File: src/sv/mhhm_pkg.sv
// Shared types and constants for the MMIO handler hash map.
// Holds the lowbias32 hash constants and the controller/datapath command and status structs.
// Depends on nothing; every other file refers to it by scoped names.
package mhhm_pkg;

  localparam logic [31:0] HashMul0 = 32'h7feb352d;
  localparam logic [31:0] HashMul1 = 32'h846ca68b;

  localparam logic ActGet = 1'b0;
  localparam logic ActPut = 1'b1;

  // Commands from the controller to the datapath.
  typedef struct packed {
    logic load;        // Capture the input beat.
    logic hash_mul0;   // First hash multiply.
    logic hash_mul1;   // Second hash multiply.
    logic head_rd;     // Read the bucket head.
    logic node_rd;     // Read the node at the chain pointer.
    logic step;        // Follow the next pointer.
    logic slot_wr;     // Write one handler slot of the found node.
    logic take;        // Capture the handler slot of the found node.
    logic alloc;       // Allocate a new node and link it.
    logic set_full;    // Report the pool as full.
  } mhhm_cmd_t;

  // Status from the datapath to the controller.
  typedef struct packed {
    logic is_put;
    logic class_ok;
    logic hid_zero;
    logic ptr_valid;   // Pointer below the fill count and step limit.
    logic key_match;
    logic pool_full;
  } mhhm_sts_t;

endpackage

File: src/sv/mhhm_ctrl.sv
// Controller state machine for the MMIO handler hash map.
// Sequences hash, head read, chain walk and update; uses mhhm_pkg structs.
module mhhm_ctrl (
  input  logic              clk_i,
  input  logic              rst_ni,
  input  logic              in_valid_i,
  output logic              in_ready_o,
  output logic              out_valid_o,
  input  logic              out_ready_i,
  input  mhhm_pkg::mhhm_sts_t sts_i,
  output mhhm_pkg::mhhm_cmd_t cmd_o
);

  typedef enum logic [3:0] {
    StIdle, StMul0, StMul1, StHead, StHeadWait, StNode, StCheck, StDone
  } state_e;

  state_e state_q, state_d;
  logic   out_valid_q, out_valid_d;

  assign in_ready_o  = (state_q == StIdle) && !out_valid_q;
  assign out_valid_o = out_valid_q;

  // Next state and commands.
  always_comb begin
    state_d     = state_q;
    out_valid_d = out_valid_q && !out_ready_i;
    cmd_o       = '0;
    unique case (state_q)
      StIdle: begin
        if (in_valid_i && in_ready_o) begin
          cmd_o.load = 1'b1;
          state_d    = StMul0;
        end
      end
      StMul0: begin
        cmd_o.hash_mul0 = 1'b1;
        state_d         = StMul1;
      end
      StMul1: begin
        cmd_o.hash_mul1 = 1'b1;
        state_d         = StHead;
      end
      StHead: begin
        cmd_o.head_rd = 1'b1;
        state_d       = StHeadWait;
      end
      StHeadWait: begin
        state_d = StNode;
      end
      StNode: begin
        if (!sts_i.class_ok) begin
          state_d = StDone;
        end else if (sts_i.ptr_valid) begin
          cmd_o.node_rd = 1'b1;
          state_d       = StCheck;
        end else if (sts_i.is_put && !sts_i.hid_zero) begin
          if (sts_i.pool_full) begin
            cmd_o.set_full = 1'b1;
          end else begin
            cmd_o.alloc = 1'b1;
          end
          state_d = StDone;
        end else begin
          state_d = StDone;
        end
      end
      StCheck: begin
        if (sts_i.key_match) begin
          cmd_o.slot_wr = sts_i.is_put;
          cmd_o.take    = !sts_i.is_put;
          state_d       = StDone;
        end else begin
          cmd_o.step = 1'b1;
          state_d    = StNode;
        end
      end
      StDone: begin
        if (!out_valid_q) begin
          out_valid_d = 1'b1;
          state_d     = StIdle;
        end
      end
      default: state_d = StIdle;
    endcase
  end

  // State and registered handshake.
  always_ff @(posedge clk_i or negedge rst_ni) begin
    if (!rst_ni) begin
      state_q     <= StIdle;
      out_valid_q <= 1'b0;
    end else begin
      state_q     <= state_d;
      out_valid_q <= out_valid_d;
    end
  end

endmodule

File: config.mk
export PLATFORM = sky130hd
export DESIGN_NAME = mhhm_ctrl
export DESIGN_NICKNAME = d
export VERILOG_FILES = /design/src/sv/mhhm_pkg.sv /design/src/sv/mhhm_ctrl.sv
export SDC_FILE = /design/constraint.sdc
export NUM_CORES = 1
export LEC_CHECK = 0
export ABC_AREA = 1
export CELL_PAD_IN_SITES_DETAIL_PLACEMENT = 0
export CELL_PAD_IN_SITES_GLOBAL_PLACEMENT = 1
export CORE_AREA = 2 2 39 41
export CTS_CLUSTER_SIZE = 10
export DETAILED_ROUTE_END_ITERATION = 12
export DIE_AREA = 0 0 41 43
export DONT_BUFFER_PORTS = 1
export GPL_TIMING_DRIVEN = 0
export PLACE_DENSITY_LB_ADDON = 0.1
export SYNTH_ARGS = -nofsm -noshare
export SYNTH_HDL_FRONTEND = slang
export SYNTH_SLANG_ARGS = --single-unit
File: constraint.sdc
create_clock -name clk_i -period 2.8 [get_ports clk_i]
set_input_delay 0.42 -clock clk_i [delete_from_list [all_inputs] [get_ports clk_i]]
set_output_delay 0.42 -clock clk_i [all_outputs]
set_load 0.1 [all_outputs]
* Yosys cells after proc, flatten, opt, wreduce, memory -nomap -nowiden
Cells that the tools add are included.
** Word-level totals
- Bits of input ports :: 10
- Output and inout bits :: 12
- Bits in registers :: 5
- Word-level logic and storage cells :: 46
** Operators by class
- Equal/unequal tests :: 9
- Reduce and logical (&&, ||, !) cells :: 10
- Mux-type cells :: 25
** Operators with widths (number)
- 4-bit one-hot mux with 8 select lines :: 1
- 4-bit by 3-bit == test with 1-bit output (second input constant) :: 4
- 1-bit 2-to-1 mux :: 15
- 2-bit 2-to-1 mux :: 6
- 4-bit by 2-bit == test with 1-bit output (second input constant) :: 2
- 4-bit 2-to-1 mux :: 2
- 4-bit by 1-bit == test with 1-bit output (second input constant) :: 1
- 1-bit logical AND :: 4
- 1-bit logical NOT :: 4
- 4-bit logical NOT :: 1
- 3-bit 2-to-1 mux :: 1
- 2-bit by 1-bit != test with 1-bit output (second input constant) :: 1
- 2-bit != test (second input constant) :: 1
- 2-bit AND reduction :: 1

* Longest topological paths before layout
Gate-level depths: netlist of the first run.
- Word-level depth :: 6
- Mapped depth :: 5
- Gate-level depth less buffers :: 5

* Worst setup path after synthesis of the first run
No wires, ideal clock.
- Path type :: reg2out
- From :: register out_valid_q (netlist: out_valid_o)
- To :: output cmd_o[9] (netlist name)
- Setup slack :: -0.725 ns
- Arrival :: 3.105 ns
- Cell stages (with the launch flop) :: 2
- Cells stage by stage :: dfrtp_1 > nor3b_1
** RTL lines
- start: declaration :: RTL line mhhm_ctrl.sv:19 : logic out_valid_q, out_valid_d;
- start signal: assignment :: RTL line mhhm_ctrl.sv:95 : out_valid_q <= out_valid_d;
- end: declaration :: RTL line mhhm_ctrl.sv:11 : output mhhm_pkg::mhhm_cmd_t cmd_o

* Worst setup path in the final report of the first run
- From :: register out_valid_q (netlist: out_valid_o)
- To :: output in_ready_o
** Between the ends
- Longest elaborated chain between the ends :: 2
** RTL lines
- 1-bit logical NOT
- 1-bit logical AND :: RTL line mhhm_ctrl.sv:21 : assign in_ready_o = (state_q == StIdle) && !out_valid_q;
- end: declaration :: RTL line mhhm_ctrl.sv:7 : output logic in_ready_o,
No other way between the ends.

==> summary.md, run 1 <==
| Metric | Value |
|---|---|
| Leading cell types in the layout, fill and taps excluded | `nand2_1 (10), nor2_2 (9), inv_1 (6), nor2_1 (5), dfrtp_1 (4)` |
| Syn Nets | `57` |
| Worst-Margin Slew | `approximately 1.1 ns` |
| Status | `completed` |
| Setup bufs post-CTS | `0` |
| Initial antenna violation count | `0` |
| Fin crit period | `between 2 and 2.5 ns` |
| Via-per-instance ratio | `around 4.5` |
| Sequential area share after synthesis | `between 30 and 40%` |
| Gpl congestion | `~0.65` |
| Clk buf depth | `2` |
| Synth unique cells | `15` |
| Critical Path, Cell by Cell | `nor2_2` |
| CTS Root Cell | `clkbuf_4` |
| Worst reg2reg setup slack | `between 1 and 1.5 ns` |
| Clk_lat worst skew | `around 0.23 ns` |
| CP delay by family, top | `simple AND/OR/NAND/NOR gates` |
| Die X-Extent | `between 40 and 50 um` |
| # IOs | `22` |
| First-pass GRT wire length | `1138 um` |
| Max Cap Violations | `0` |
| DRC | `0` |
| Synthesized area | `294.0 um2` |
| Drt total wl | `697 um` |
| Clock-pin slew on the worst setup and hold paths | `around 0.04 ns` |
| # setup viols final | `0` |
| Die height | `approximately 43 um` |
| Slowest cell on crit path | `nor2_2` |
| Grt ovf | `0` |
| Hold Crit Class | `input pin to flip-flop` |
| Met2 Use GR | `between 10 and 15%` |
| Endpoints failing hold | `0` |
| Fin. max-slew vios | `0` |
| Setup TNS Final | `0 ns` |
| Post-CTS Resized | `0` |
| Met1 usage | `between 10% and 20%` |
| CTS Buf Count | `3` |
| FP Rows | `14` |
| Critical Path AT | `2.02 ns` |
| Max H-tree Level | `1` |
| Share of cells above drive strength 1 | `31.37%` |
| Syn Inst Count | `47` |
| Vias | `between 200 and 300` |
| Antenna Nets Post-Route | `0` |
| Clk_skew | `roughly 0.003 ns` |
| Slew margin rel. | `around 30%` |
| Vias in the first global route | `289` |
| Post-DR wirelength/cell | `approximately 10 um` |
| Drt initial violations | `4` |
| Critical Path End Type | `primary output` |
| Slowest cell delay on critical path | `1.02 ns` |
| Yosys reg bits | `4` |
| Area grow syn2layout | `34.47%` |
| Core box area | `1384 um2` |
| Largest net degree at the start of global routing | `8` |
| GR Util All Layers | `about a tenth` |
| Worst EP required | `about 2.4 ns` |
| Hold_buf cts | `1` |
| CTS tree | `built` |
| Most common cell after layout, fill and taps aside | `nand2_1` |
| Fmax | `about 0.41 GHz` |
| Initial Utilization | `about a fifth` |
| Buffers and inverters on the worst path | `0` |
| CP Launch Type | `flip-flop` |
| Mean Syn Cell Area | `between 6 and 7 um2` |
| HPWL after DPL | `roughly 620 um` |
| Synth Warn # | `0` |
| Drt first pass iters | `4` |
| WS Path Type | `flip-flop to primary output` |
| Port bufs | `0` |
| Crit path max fanout | `5` |
| Unrepaired setup endpoints after global routing | `no` |
| Clk sinks | `4` |
| Grt peak-use layer | `met2` |
| GRT met3 Usage | `approximately 3.1%` |
| Layout net count | `63` |
| Fin crit share | `between 80% and 90%` |
| DIE AREA | `1763 um2` |
| Antenna diode instance count | `0` |
## cells by family (layout without fill, tap and decap cells)
logic type      after synthesis  in the layout  synth area share, %
buf+inv                       7             11                8.934
simple gates                 31             31                46.81
compound gates                5              5                10.21
flops                         4              4                34.04
## layer usage
metal  wire, um  up-vias
met2        347       13
met3         79        0
met5          0        -
met4          0        0
li1           -      155
met1        271      131
## synth_stat cells
cell / count / area (um2)
a21oi_1: 2 / 10.01
dfrtp_1: 4 / 100.1
inv_1: 6 / 22.52
inv_2: 1 / 3.750
nand2_1: 10 / 37.54
nand3_1: 2 / 10.01
nand4_1: 1 / 6.260
nor2_1: 13 / 48.80
nor2_2: 1 / 6.260
nor3_1: 1 / 5.000
nor3_2: 1 / 10.01
nor3b_1: 1 / 7.510
o21ai_1: 1 / 5.000
o21bai_1: 2 / 15.01
or2_1: 1 / 6.260
## layout make-up
class,instances,area [um2]
fillers,156,988.4
multi-input cells,36,216.5
flip-flops and latches,4,100.1
inverters,7,26.28
clock buffers,3,22.52
well taps,16,20.02
repair buffers,1,10.01
## through the flow
step                std cells  worst slack [ns]  cell area [um2]  util, %  hold WS (ns)
CTS                        67            0.3366            395.4    28.57        0.2705
detailed placement         63            0.5872            362.8    26.22        0.1245
finish                     67            0.3576            395.4    28.57        0.2770
global placement           63            0.1505            324.1    23.42        0.1245
floorplan                  47            0.1912            304.0        -        0.1244
global route               67            0.3223            395.4    28.57        0.2728
## worst paths after layout
check	from	end	cells past startpoint
max	out_valid_o	in_ready_o	1
min	out_ready_i	out_valid_o	1
max reg2reg	out_valid_o	state_q[0]	3
min reg2reg	state_q[0]	state_q[0]	3
max in group asynchronous	rst_ni	state_q[0]	1
min in group asynchronous	rst_ni	state_q[1]	1
## state kept, by name, indices dropped and copies added, names as in the netlist
register / count
out_valid_o: 1
state_q: 3
Power of run 1 is left out: the tool's default activity adds up to more than one toggle a clock period on the data nets, which glitch-free logic cannot reach.
==> run 2: changes to the inputs <==
Clock period 2.8 ns to 2.5 ns, I/O delays scaled along.
==> run 2 against run 1 <==
First-iteration DRC count increased by 75%. Via count increased by 2.3%. Register-to-register slack worse by 0.30 ns. Routed wire length is 12% higher. Critical path depth did not move. Flip-flop and latch count stayed put. Utilization did not move. Largest cell class unchanged.
==> summary.md, run 2 (synthesis results as in run 1) <==
| Metric | Value |
|---|---|
| Status | `completed` |
| Gpl congestion | `0.6194 (-4.0%)` |
| Max Cap Violations | `0 (unchanged)` |
| Critical Path, Cell by Cell | `nor3b_4` |
| # IOs | `22 (unchanged)` |
| Buffers and inverters on the worst path | `0 (unchanged)` |
| Worst setup margin | `0.08284 ns (-0.2748 ns)` |
| Critical Path AT | `2.04 ns (+0.02 ns)` |
| Terminus of the critical flop-to-flop path | `state_q[0]` |
| Cell area after layout | `395.4 um2 (unchanged)` |
| Hold Path Origin | `out_ready_i` |
| GR Util All Layers | `10.44% (+0.54 points)` |
| HPWL after DPL | `669.3 um (+8.7%)` |
| Hold_buf cts | `1 (unchanged)` |
| Crit path max fanout | `5 (unchanged)` |
| CP delay by family, top | `simple AND/OR/NAND/NOR gates` |
| Worst R2R Start | `out_valid_o` |
| # setup viols final | `0 (unchanged)` |
| Largest Register | `state_q` |
| Worst-Margin Slew | `1.064 ns (+0.002634 ns)` |
| Placed instance count | `63 (unchanged)` |
| Post-DR wirelength/cell | `11.66 um (+12%)` |
| Layout net count | `63 (unchanged)` |
| Max H-tree Level | `1 (unchanged)` |
| Fin crit period | `between 2 and 2.5 ns` |
| DIE AREA | `1763 um2 (unchanged)` |
| Most common cell after layout, fill and taps aside | `nand2_1` |
| Clk buf depth | `2 (unchanged)` |
| Core box area | `1384 um2 (unchanged)` |
| Reg2reg path depth | `3 (unchanged)` |
| Post-CTS Resized | `0 (unchanged)` |
| Unrepaired setup endpoints after global routing | `no` |
| Port bufs | `0 (unchanged)` |
| Slowest cell on crit path | `nor3b_4` |
| Fin crit share | `a little over nine tenths` |
| Pre-CTS WS | `0.3157 ns (-0.2714 ns)` |
| Clock-pin slew on the worst setup and hold paths | `0.04 ns (about the same)` |
| Area grow syn2layout | `34.47% (unchanged)` |
| Setup bufs post-CTS | `0 (unchanged)` |
| Critical Path End Type | `primary output` |
| Hold Crit Class | `input pin to flip-flop` |
| Die height | `43 um (unchanged)` |
| Drt first pass iters | `4 (unchanged)` |
| Via-per-instance ratio | `4.567 (+2.3%)` |
| Fin. max-slew vios | `0 (unchanged)` |
| Initial antenna violation count | `0 (unchanged)` |
| Vias | `306 (+2.3%)` |
| Hold Path Stages | `1 (unchanged)` |
| Largest net degree at the start of global routing | `8 (unchanged)` |
| Antenna diode instance count | `0 (unchanged)` |
| Share of cells above drive strength 1 | `31.37% (unchanged)` |
| Clk_lat worst skew | `0.24 ns (about the same)` |
| Die X-Extent | `41 um (unchanged)` |
| Endpoints failing hold | `0 (unchanged)` |
| WS Path Type | `flip-flop to primary output` |
| Placed cell area | `362.8 um2 (unchanged)` |
| Worst EP required | `2.12 ns (-0.26 ns)` |
| Fill cells | `157 (+0.64%)` |
| Leading cell types in the layout, fill and taps excluded | `nand2_1 (10), nor2_2 (9), inv_1 (6), nor2_1 (5), dfrtp_1 (4)` |
| Max reg flops | `3 (unchanged)` |
| CTS tree | `built` |
| Non-filler cells, final | `67 (unchanged)` |
| Hold EP | `out_valid_o` |
| CP Launch Type | `flip-flop` |
| Grt ovf | `0 (unchanged)` |
| Initial Utilization | `21.25% (unchanged)` |
| FP Rows | `14 (unchanged)` |
| Drt initial violations | `7 (+3)` |
| CTS Root Cell | `clkbuf_4` |
| Drt total wl | `781 um (+12%)` |
| First-pass GRT wire length | `1255 um (+10%)` |
| DRC | `0 (unchanged)` |
| Slowest cell delay on critical path | `1.02 ns (about the same)` |
| Vias in the first global route | `328 (+13%)` |
| Fmax | `between 0.4 and 0.5 GHz` |
| Worst reg2reg setup slack | `0.91 ns (-0.30 ns)` |
| Clk_skew | `0.002559 ns (-0.0004077 ns)` |
| Setup TNS Final | `0 ns (unchanged)` |
| CTS Buf Count | `3 (unchanged)` |
| Slew margin rel. | `28.96% (-0.18 points)` |
| Clk sinks | `4 (unchanged)` |
| Antenna Nets Post-Route | `0 (unchanged)` |
## run 2: cell counts in the layout (fill, tap and decap cells not counted)
Identical to the previous run, type by type.
## run 2: final cells by class
type | count | area, um2 | area share, %
timing repair buffer | 1 | 10.01 | 2.532
multi-input combinational | 36 | 216.5 | 54.75
tap | 16 | 20.02 | 5.063
inverter | 7 | 26.28 | 6.646
sequential | 4 | 100.1 | 25.32
clock buffer | 3 | 22.52 | 5.696
## run 2: worst max path at each step
stage                            from        to  slack, ns  depth (start not counted)
final                     out_valid_o  cmd_o[9]       0.08                          1
after detailed placement  out_valid_o  cmd_o[9]       0.32                          1
after global placement    out_valid_o  cmd_o[9]      -0.05                          1
after global routing      out_valid_o  cmd_o[9]       0.03                          1
after CTS                 out_valid_o  cmd_o[9]       0.06                          1
after floorplan           out_valid_o  cmd_o[9]      -0.02                          1
## run 2: layer usage
metal / vias to the layer above / part of all wire, % / wire [um] / GRT usage, %
li1: 157 / - / - / -
met1: 134 / 40 / 309 / 13.50
met2: 15 / 52 / 404 / 15.31
met3: 0 / 8.6 / 67 / 0.5236
met4: 0 / 0 / 0 / 8.000
met5: - / 0 / 0 / 0
## run 2: through the flow
stage / utilization, % / hold slack, ns
after floorplan: - / 0.07941
after global placement: 23.60 / 0.07951
after detailed placement: 26.22 / 0.07952
after CTS: 28.57 / 0.2177
after global routing: 28.57 / 0.2253
final: 28.57 / 0.2244
Power of run 2 is left out for the same reason.
